==> src/rtl/pts_pkg.sv <==
// Shared types, codes and helpers for the priority task scheduler.
package pts_pkg;

    localparam int READY_DEPTH_DEF   = 256;
    localparam int DELAYED_DEPTH_DEF = 64;
    localparam int TAG_WIDTH_DEF     = 16;

    localparam int IN_TAG_W = 16;
    localparam int DELAY_W  = 16;
    localparam int TIME_W   = 48;
    localparam int SEQ_W    = 32;

    // Priority codes that carry a rank above best effort
    localparam logic [1:0] PRIO_VISIBLE  = 2'd1;
    localparam logic [1:0] PRIO_BLOCKING = 2'd2;

    // Ranks
    localparam logic [1:0] RANK_LOW  = 2'd1;
    localparam logic [1:0] RANK_MID  = 2'd2;
    localparam logic [1:0] RANK_HIGH = 2'd3;

    typedef enum logic [1:0] {
        OP_ENQ  = 2'd0,
        OP_TICK = 2'd1,
        OP_DISP = 2'd2,
        OP_SHUT = 2'd3
    } t_op;

    typedef enum logic [2:0] {
        ST_ACCEPTED   = 3'd0,
        ST_REF_SHUT   = 3'd1,
        ST_REF_FULL   = 3'd2,
        ST_DISPATCHED = 3'd3,
        ST_NONE_READY = 3'd4,
        ST_STOPPED    = 3'd5,
        ST_DONE       = 3'd6
    } t_status;

    typedef struct packed {
        logic [1:0]          operation;
        logic [IN_TAG_W-1:0] task_tag;
        logic [1:0]          task_priority;
        logic [DELAY_W-1:0]  delay_ticks;
        logic                blocks_shutdown;
    } t_in_beat;

    typedef struct packed {
        t_status             status;
        logic [IN_TAG_W-1:0] out_tag;
        logic [1:0]          out_priority;
        logic                wake_hint;
    } t_out_beat;

    // Decoded command handed from the front to the engine
    typedef struct packed {
        t_op                 op;
        logic [IN_TAG_W-1:0] tag;
        logic [1:0]          prio;
        logic [DELAY_W-1:0]  delay;
        logic                blocks;
        logic                delayed;
    } t_cmd;

    typedef enum logic [3:0] {
        S_IDLE,
        S_EXEC,
        S_MOVE,
        S_PICK,
        S_SCAN,
        S_SHIFT,
        S_PRUNE_R,
        S_PRUNE_D
    } t_eng_state;

    typedef enum logic [1:0] {
        P_WAKE,
        P_MOVE,
        P_PICK
    } t_purpose;

    function automatic logic [1:0] rank_of(input logic [1:0] prio);
        logic [1:0] r;
        case (prio)
            PRIO_BLOCKING: r = RANK_HIGH;
            PRIO_VISIBLE:  r = RANK_MID;
            default:       r = RANK_LOW;
        endcase
        return r;
    endfunction

endpackage

==> src/rtl/pts_front.sv <==
// Front end: accepts input beats, decodes them and queues commands for the engine.
module pts_front (
    input  logic              i_clk,
    input  logic              i_rst_n,
    input  logic              i_in_valid,
    output logic              o_in_stall,
    input  pts_pkg::t_in_beat i_in,
    output logic              o_cmd_valid,
    input  logic              i_cmd_pop,
    output pts_pkg::t_cmd     o_cmd
);

    pts_pkg::t_cmd r_q [2];
    logic          r_wp;
    logic          r_rp;
    logic [1:0]    r_cnt;
    logic [1:0]    n_cnt;
    pts_pkg::t_cmd w_cmd;
    logic          w_push;
    logic          w_pop;

    // Decode the beat into a command
    always_comb begin
        w_cmd.op      = pts_pkg::t_op'(i_in.operation);
        w_cmd.tag     = i_in.task_tag;
        w_cmd.prio    = i_in.task_priority;
        w_cmd.delay   = i_in.delay_ticks;
        w_cmd.blocks  = i_in.blocks_shutdown;
        w_cmd.delayed = (i_in.delay_ticks != '0);
    end

    assign o_in_stall  = (r_cnt == 2'd2);
    assign o_cmd_valid = (r_cnt != 2'd0);
    assign o_cmd       = r_q[r_rp];
    assign w_push      = i_in_valid && !o_in_stall;
    assign w_pop       = i_cmd_pop && o_cmd_valid;

    always_comb begin
        n_cnt = r_cnt;
        if (w_push && !w_pop) begin
            n_cnt = r_cnt + 2'd1;
        end else if (w_pop && !w_push) begin
            n_cnt = r_cnt - 2'd1;
        end
    end

    // Advance queue pointers
    always_ff @(posedge i_clk) begin
        if (!i_rst_n) begin
            r_wp  <= 1'b0;
            r_rp  <= 1'b0;
            r_cnt <= 2'd0;
        end else begin
            r_cnt <= n_cnt;
            if (w_push) begin
                r_wp <= ~r_wp;
            end
            if (w_pop) begin
                r_rp <= ~r_rp;
            end
        end
    end

    // Hold queued commands
    always_ff @(posedge i_clk) begin
        if (w_push) begin
            r_q[r_wp] <= w_cmd;
        end
    end

endmodule

==> config.mk <==
export PLATFORM = sky130hd
export DESIGN_NAME = pts_front
export DESIGN_NICKNAME = d
export VERILOG_FILES = /design/src/rtl/pts_pkg.sv /design/src/rtl/pts_front.sv
export SDC_FILE = /design/constraint.sdc
export NUM_CORES = 1
export LEC_CHECK = 0
export BUFFER_PORTS_ARGS = -buffer_cell sky130_fd_sc_hd__buf_2
export CAP_MARGIN = 20
export CORE_MARGIN = 3
export CORE_UTILIZATION = 51
export CTS_CLUSTER_DIAMETER = 120
export CTS_CLUSTER_SIZE = 12
export DETAILED_ROUTE_END_ITERATION = 6
export PLACE_DENSITY_LB_ADDON = 0.3
export REMOVE_ABC_BUFFERS = 1
export SYNTH_ARGS = -nofsm -noshare
export SYNTH_HDL_FRONTEND = slang
export SYNTH_SLANG_ARGS = --single-unit
export TNS_END_PERCENT = 100
==> constraint.sdc <==
create_clock -name i_clk -period 3.1 [get_ports i_clk]
set_clock_uncertainty 0.2 [all_clocks]
set_input_delay 0.155 -clock i_clk [delete_from_list [all_inputs] [get_ports i_clk]]
set_output_delay 0.155 -clock i_clk [all_outputs]
set_load 0.05 [all_outputs]
==> results.yml, run 1 <==
cts:
  clk_path_buf_depth: 2
  cts_buffers: 9
  tritoncts: "yes"
  ctsResizeCount: 0
  cts_setup_buffers: 0
  root_buffer: "clkbuf_8"
  clkLatencyLatePin_ps: 320
  h-tree-depth: 3
  ctsHoldBuffers: 39
  cts.sinks: 81
  clk_pin_slew_ps: 70
sta:
  hold_viol_final: 0
  setup_ws_ps: 824
  period_needed_ps: 2280
  slew_viol_final: 0
  period_share_pct: 73.4
  fmax_mhz: 439
  slew_headroom_pct: 38.3
  rsz0062_at_grt: "false"
  holdWs_ps: 109
  tightest_slew_ps: 925
  finalSetupTns_ps: 0
  setup_viol: 0
synthesis:
  postSynthAreaPerCell_sq_um: 20.3
  synth_compound_area_share_pct: 1.08
  yosys.area_share.xor_xnor_pct: 0.873
  synth.cell_area_sq_um: 3010
  yosys.cell_types.count: 25
  synthCells: 148
  ys_seq_area_share_pct: 79.1
  synth_top_family_by_area: "multiplexers"
  synthMuxAreaShare_pct: 14.2
  synth-simple-area-share_pct: 2.95
  yosys_warnings: 0
  synth-seq-cells: 81
  yosys.area_share.adder_pct: 0.416
outcome:
  status: "finished, final reports clean"
floorplanning:
  start_util_pct: 53.7
  dieArea_sq_um: 6860
  rows: 27
  io_pins: 81
  die_h_um: 82.8
  core_sq_um: 5610
  die_w_um: 82.8
worst_setup_path:
  reg2regPathDepth: 5
  crit_path_cell_trace: "mux2_2, buf_2"
  critPathMaxStageDelay_ps: 940
  r2r-start: "r_cnt[0]"
  arrival_ps: 1920
  worstSetupPathType: "reg -> out"
  crit_path_end_kind: "primary output"
  rrSetupSlack_ps: 1050
  crit_fanout: 38
  required_ps: 2740
  r2r_end: "r_wp"
  crit_slowest_cell: "dfxtp_2"
  cp-start-kind: "flop"
place:
  pre_cts_ws_ps: 1120
  hpwlAfterDp_um: 3260
  globalplace.congestion: 0.673
  io_buffer_count: 80
  dp.cells: 297
power:
  ir_drop_mv: 0.553
  powerDensity_nw_per_um2: 840
  p_leak_nw: 1.53
min_path:
  hold-path-cell-count: 4
  hp-class: "in -> reg"
  hp-start: "i_cmd_pop"
flow_run:
  cap_violations: 0
drt:
  detail-route-antenna-nets: 0
  drc: 0
  avgRoutedWirePerCell_um: 15.4
  drt_pre_antenna_iters: 4
  totalWireLength_um: 5420
  num_vias: 1710
  viasPerCell: 4.86
  drtIter0Drc: 71
finish:
  syn_to_final_growth_pct: 35.1
  drive_above_1_share_pct: 41.4
  nNetsFinal: 317
  diodes: 0
  fin_cells: 352
  fin_util_pct: 72.5
grt:
  grt.overflow.total: 0
  grt_pass1_wl_um: 9140
  grt_max_degree: 39
  grt_pass1_vias: 1980
  globalRouteTotalUtil_pct: 17.0
  antenna_found_initial: 0
synthesized netlist by cell type, drive strengths merged:
master	instances	area share, %
a21boi	2	0.50
and2	3	0.62
and3	1	0.21
buf	4	1.1
dfxtp	5	3.3
edfxtp	76	76
ha	1	0.42
inv	2	0.25
mux2	38	14
nand2b	1	0.21
nand4	1	0.21
nor2	1	0.12
nor3	1	0.33
nor4	4	0.83
o21a	1	0.25
o21ai	2	0.33
or2	1	0.21
or3	1	0.21
xnor2	2	0.58
xor2	1	0.29
power breakdown:
part / internal (mW) / total [mW] / switching (mW)
Sequential: 1.37 / 1.48 / 0.111
Combinational: 0.374 / 1.23 / 0.860
Clock: 0.368 / 0.697 / 0.329
Total: 2.12 / 3.42 / 1.30
logic make-up after synthesis:
logic type / Yosys count
flops: 81
mux: 38
simple gates: 14
buf+inv: 6
compound gates: 5
xor+xnor: 3
fa+ha+maj: 1
placed cells by master, fill, tap and decap left out, types with 2 or more instances in the layout:
| master | count |
|---|---|
| clkbuf_1 | 3 |
| edfxtp_1 | 76 |
| mux2_2 | 18 |
| dlygate4sd3_1 | 39 |
| clkinv_2 | 2 |
| xnor2_1 | 2 |
| and2_1 | 3 |
| mux2_1 | 20 |
| dfxtp_1 | 4 |
| clkbuf_8 | 9 |
| nor4_1 | 4 |
| buf_2 | 80 |
sequential cells by signal, indices dropped and copies added (netlist names), named ones only:
signal and cells:
r_cnt 2, r_rp 1, r_q 76, r_wp 1
per-stage QoR:
stage,power [mW],cell area (sq um)
detailed placement,2.71,3500
floorplan,2.42,2980
CTS,3.44,4070
finish,3.42,4070
global placement,2.69,3500
global route,3.58,4070
layout make-up:
class	instances	area (sq um)
Sequential cell	81	2380
Fill cell	388	1540
Timing Repair Buffer	120	811
Multi-Input combinational cell	61	596
Clock buffer	12	135
Tap cell	72	90.1
Clock inverter	4	43.8
Inverter	2	7.51
worst max-delay path by stage:
stage / start / to / slack, ps / depth (start not counted)
5_1_grt: flop / o_cmd[36] / 680 / 2
2_1_floorplan: r_cnt[0] / r_q[0][0] / 260 / 3
6_report: flop / o_cmd[36] / 820 / 2
3_3_place_gp: r_cnt[0] / r_q[1][26] / 1150 / 2
4_1_cts: flop / o_cmd[36] / 780 / 2
3_5_place_dp: r_cnt[0] / r_q[1][26] / 1120 / 2
critical path, delay by kind of cell, from the launching register on:
family | cells | cell delay (ps)
buf+inv | 1 | 210
mux | 1 | 430
flops | 1 | 940
layer usage:
| metal | vias to the layer above | wire (um) | track usage, % |
|---|---|---|---|
| met1 | 816 | 2230 | 20.9 |
| met5 | - | 0 | 0 |
| li1 | 837 | - | - |
| met2 | 53 | 2920 | 29.4 |
| met4 | 0 | 49 | 5.94 |
| met3 | 4 | 233 | 4.17 |
(Power assumes the default switching activity.)
==> inputs of run 2 (changes only) <==
- CORE_UTILIZATION: 51 -> 46
- clock period: 3.1 -> 2 ns (I/O delays scaled with it)
==> run 2 against run 1 <==
  * Highest routed layer unchanged
  * Final cell count rose by 1.7%
  * Die area rose by 10%
  * Via count rose by 2.5%
  * Register-to-register slack got worse by 910 ps
  * Critical path type unchanged
  * Largest power group unchanged
  * Critical endpoint is now o_cmd[35]
==> results.yml, run 2 (same netlist as run 1, synthesis figures left out) <==
outcome:
  status: "finished, final reports clean"
power:
  intPower_mw: 3.67
  power_frac_seq_pct: 38.3
  netSwitchingPower_mw: 2.07
  p_leak_nw: 1.58
  powerDensity_nw_per_um2: 1370
  clockPowerShare_pct: 25.8
  combinationalPowerShare_pct: 35.9
  sw_frac_of_total_pct: 36.1
  ir_drop_mv: 0.724
drt:
  drt_pre_antenna_iters: 4
  viasPerCell: 4.90
  drc: 0
  detail-route-antenna-nets: 0
  drtIter0Drc: 38
  avgRoutedWirePerCell_um: 16.5
  num_vias: 1753
  totalWireLength_um: 5910
worst_setup_path:
  required_ps: 1700
  rrSetupSlack_ps: 140
  worstSetupPathType: "reg -> out"
  crit_path_end_kind: "primary output"
  crit_fanout: 24
  r2r-start: "r_cnt[0]"
  r2r_end: "r_cnt[1]"
  reg2regPathDepth: 6
  arrival_ps: 1570
  cp-start-kind: "flop"
cts:
  cts_buffers: 9
  cts.sinks: 81
  ctsHoldBuffers: 39
  ctsResizeCount: 0
  clk_path_buf_depth: 2
  root_buffer: "clkbuf_8"
  clk_pin_slew_ps: 70
  cts_setup_buffers: 0
  tritoncts: "yes"
  h-tree-depth: 3
  clkLatencyLatePin_ps: 320
sta:
  period_needed_ps: 1870
  setup_viol: 0
  tightest_slew_ps: 325
  slew_headroom_pct: 78.1
  hold_viol_final: 0
  period_share_pct: 93.3
  holdWs_ps: 74.4
  rsz0062_at_grt: "false"
  fmax_mhz: 536
  slew_viol_final: 0
floorplanning:
  die_h_um: 86.9
  core_sq_um: 6130
  io_pins: 81
  start_util_pct: 49.1
  dieArea_sq_um: 7550
  rows: 28
  die_w_um: 86.9
grt:
  grt_max_degree: 39
  grt.overflow.total: 0
  antenna_found_initial: 0
  globalRouteTotalUtil_pct: 16.7
  grt_pass1_vias: 1958
  grt_pass1_wl_um: 9390
place:
  place_area_sq_um: 3530
  io_buffer_count: 80
  hpwlAfterDp_um: 3490
  globalplace.congestion: 0.738
  dp.cells: 304
min_path:
  hp-class: "in -> reg"
  hp-start: "i_cmd_pop"
  hold_end: "r_rp"
  hold-path-cell-count: 4
finish:
  diodes: 0
  final_area_sq_um: 4180
  reg_top3: "r_q (76), r_cnt (2)"
  fin_cells: 358
  top_register: "r_q"
  largest_reg_flops: 76
  nNetsFinal: 321
  fillers: 438
  drive_above_1_share_pct: 43.1
  layout_commonest_cell: "buf_2"
  most-common-layout-cells: "buf_2, edfxtp_1, dlygate4sd3_1"
  syn_to_final_growth_pct: 38.7
flow_run:
  cap_violations: 0
## run 2: changes by cell type in the layout (fill, tap and decap cells not counted), sizes merged
cell | previous run | this run
buf | 81 | 85
bufinv | 1 | 4
clkbuf | 12 | 9
clkinv | 3 | 1
clkinvlp | 0 | 1
## run 2: area by class of cell
cell class                      instances  area (sq um)  area share (%)
Timing Repair Buffer                  124           841            20.1
Multi-Input combinational cell         61           596            14.3
Clock buffer                            9           124            2.97
Tap cell                               75          93.8            2.25
Inverter                                2          7.51           0.180
Sequential cell                        81          2380            57.1
Clock inverter                          6           131            3.15
## run 2: power groups by stage
stage / Sequential (mW) / Combinational [mW] / Clock (mW)
floorplan: 2.29 / 1.45 / 0
global placement: 2.22 / 1.99 / 0
detailed placement: 2.23 / 2.00 / 0
CTS: 2.20 / 2.07 / 1.53
global route: 2.22 / 2.17 / 1.60
finish: 2.20 / 2.06 / 1.48
## run 2: per-layer routing
metal  GRT usage (%)  wire length [um]
met5               0                 0
met4            7.37                75
met3            3.60               351
met2            30.9              3250
met1            18.1              2240
## run 2: worst max-delay path, stage by stage, from the launching register on
cell	delay (ps)
dfxtp_2	330
buf_4	310
mux2_2	390
buf_2	210
## run 2: per-stage QoR
stage          setup slack, ps  power [mW]  utilization [%]  TNS [ps]
2_1_floorplan             -843        3.74                -    -37430
3_3_place_gp               287        4.21             57.6         0
3_5_place_dp               219        4.23             57.6         0
4_1_cts                   97.8        5.79             68.1         0
5_1_grt                   13.8        5.99             68.1         0
6_report                   134        5.74             68.1         0
## run 2: worst max-delay path by stage
stage,endpoint,slack (ps),depth (start not counted)
floorplan,r_q[0][0],-840,3
global placement,r_cnt[1],290,6
detailed placement,r_cnt[1],220,6
CTS,o_cmd[4],100,3
global route,r_cnt[1],10,6
finish,o_cmd[35],130,3
==> inputs of run 3 (changes only) <==
- MAX_ROUTING_LAYER: default -> met4
==> run 3 against run 2 <==
  * Critical path depth unchanged
  * Combinational power about the same
  * Die area unchanged
  * Fmax about the same
  * First-iteration DRC count increased by 16%
  * Sequential cell count unchanged
  * Design area unchanged
  * Sequential power about the same
  * Non-clock buffer count unchanged
  * Count of clock-buffer cells in the layout unchanged
  * Register-to-register slack about the same
  * Routed wire length decreased by 0.12%
==> results.yml, run 3 (same netlist as run 1, synthesis figures left out) <==
cts:
  clk_pin_slew_ps: 70
  clkLatencyLatePin_ps: 320
  clk_path_buf_depth: 2
  h-tree-depth: 3
  cts_setup_buffers: 0
  tritoncts: "yes"
  root_buffer: "clkbuf_8"
  cts_buffers: 9
  ctsResizeCount: 0
  cts.sinks: 81
sta:
  period_needed_ps: 1870
  finalSetupTns_ps: 0
  period_share_pct: 93.4
  rsz0062_at_grt: "false"
  hold_viol_final: 0
  setup_viol: 0
  fmax_mhz: 536
  slew_viol_final: 0
  holdWs_ps: 73.9
  slew_headroom_pct: 78.1
  tightest_slew_ps: 325
drt:
  avgRoutedWirePerCell_um: 16.5
  viasPerCell: 4.89
  totalWireLength_um: 5910
  num_vias: 1749
  detail-route-antenna-nets: 0
  drtIter0Drc: 44
  drc: 0
  drt_pre_antenna_iters: 4
grt:
  globalRouteTotalUtil_pct: 17.2
  grt_pass1_wl_um: 9390
  grt_max_degree: 39
  grt.overflow.total: 0
  grt_pass1_vias: 1963
  antenna_found_initial: 0
floorplanning:
  start_util_pct: 49.1
  rows: 28
  core_sq_um: 6130
  die_h_um: 86.9
  dieArea_sq_um: 7550
  io_pins: 81
  die_w_um: 86.9
worst_setup_path:
  crit_fanout: 24
  required_ps: 1700
  cp-start-kind: "flop"
  crit_path_end_kind: "primary output"
  arrival_ps: 1570
  worstSetupPathType: "reg -> out"
place:
  globalplace.congestion: 0.747
  place_area_sq_um: 3530
  io_buffer_count: 80
  dp.cells: 304
  hpwlAfterDp_um: 3490
finish:
  fillers: 438
  nNetsFinal: 321
  reg_top3: "r_q (76), r_cnt (2)"
  final_area_sq_um: 4180
  largest_reg_flops: 76
  diodes: 0
  most-common-layout-cells: "buf_2, edfxtp_1, dlygate4sd3_1"
  fin_cells: 358
  layout_commonest_cell: "buf_2"
  drive_above_1_share_pct: 43.1
  top_register: "r_q"
  syn_to_final_growth_pct: 38.7
power:
  p_leak_nw: 1.58
  powerDensity_nw_per_um2: 1370
  ir_drop_mv: 0.724
  total_power_mw: 5.74
min_path:
  hp-class: "in -> reg"
outcome:
  status: "finished, final reports clean"
flow_run:
  cap_violations: 0
==> run 3: final timing paths <==
path | startpoint | endpoint | slack (ps) | cells after the start
max | flop | o_cmd[35] | 130 | 3
min | i_cmd_pop | r_rp | 70 | 4
max reg2reg | r_cnt[0] | r_cnt[1] | 140 | 6
min reg2reg | r_cnt[1] | r_cnt[1] | 350 | 2
==> run 3: cell type report <==
class	count	area [sq um]	share of cell area, %
timing repair buffer	124	841	20.1
clock inverter	6	131	3.15
inverter	2	7.51	0.180
tap	75	93.8	2.25
clock buffer	9	124	2.97
multi-input combinational	61	596	14.3
sequential	81	2380	57.1
==> run 3: report_power, final <==
group	switching, mW	internal [mW]
registers	0.0708	2.13
logic	1.46	0.595
clock network	0.536	0.944
==> run 3: routing by layer <==
layer	vias up	share of wire, %	track usage, %
met2	50	55	30.8
met3	6	5.5	3.41
met5	-	0	-
met4	0	1.3	7.37
li1	842	-	-
met1	851	38	18.3
==> run 3: per-stage QoR <==
step / setup WS, ps / util [%]
after global placement: 287 / 57.6
after global routing: 13.8 / 68.1
after CTS: 97.8 / 68.1
final: 133 / 68.1
after floorplan: -843 / -
after detailed placement: 219 / 57.6
==> run 3: worst max-delay path: stages, from the launching register on <==
cell and delay (ps):
dfxtp_2 330, buf_4 310, mux2_2 390, buf_2 210
==> run 3: what timing repair did <==
action	CTS	global route
hold buffers	39	0
endpoints found under the hold margin	81	0
endpoints found under the setup margin	0	0
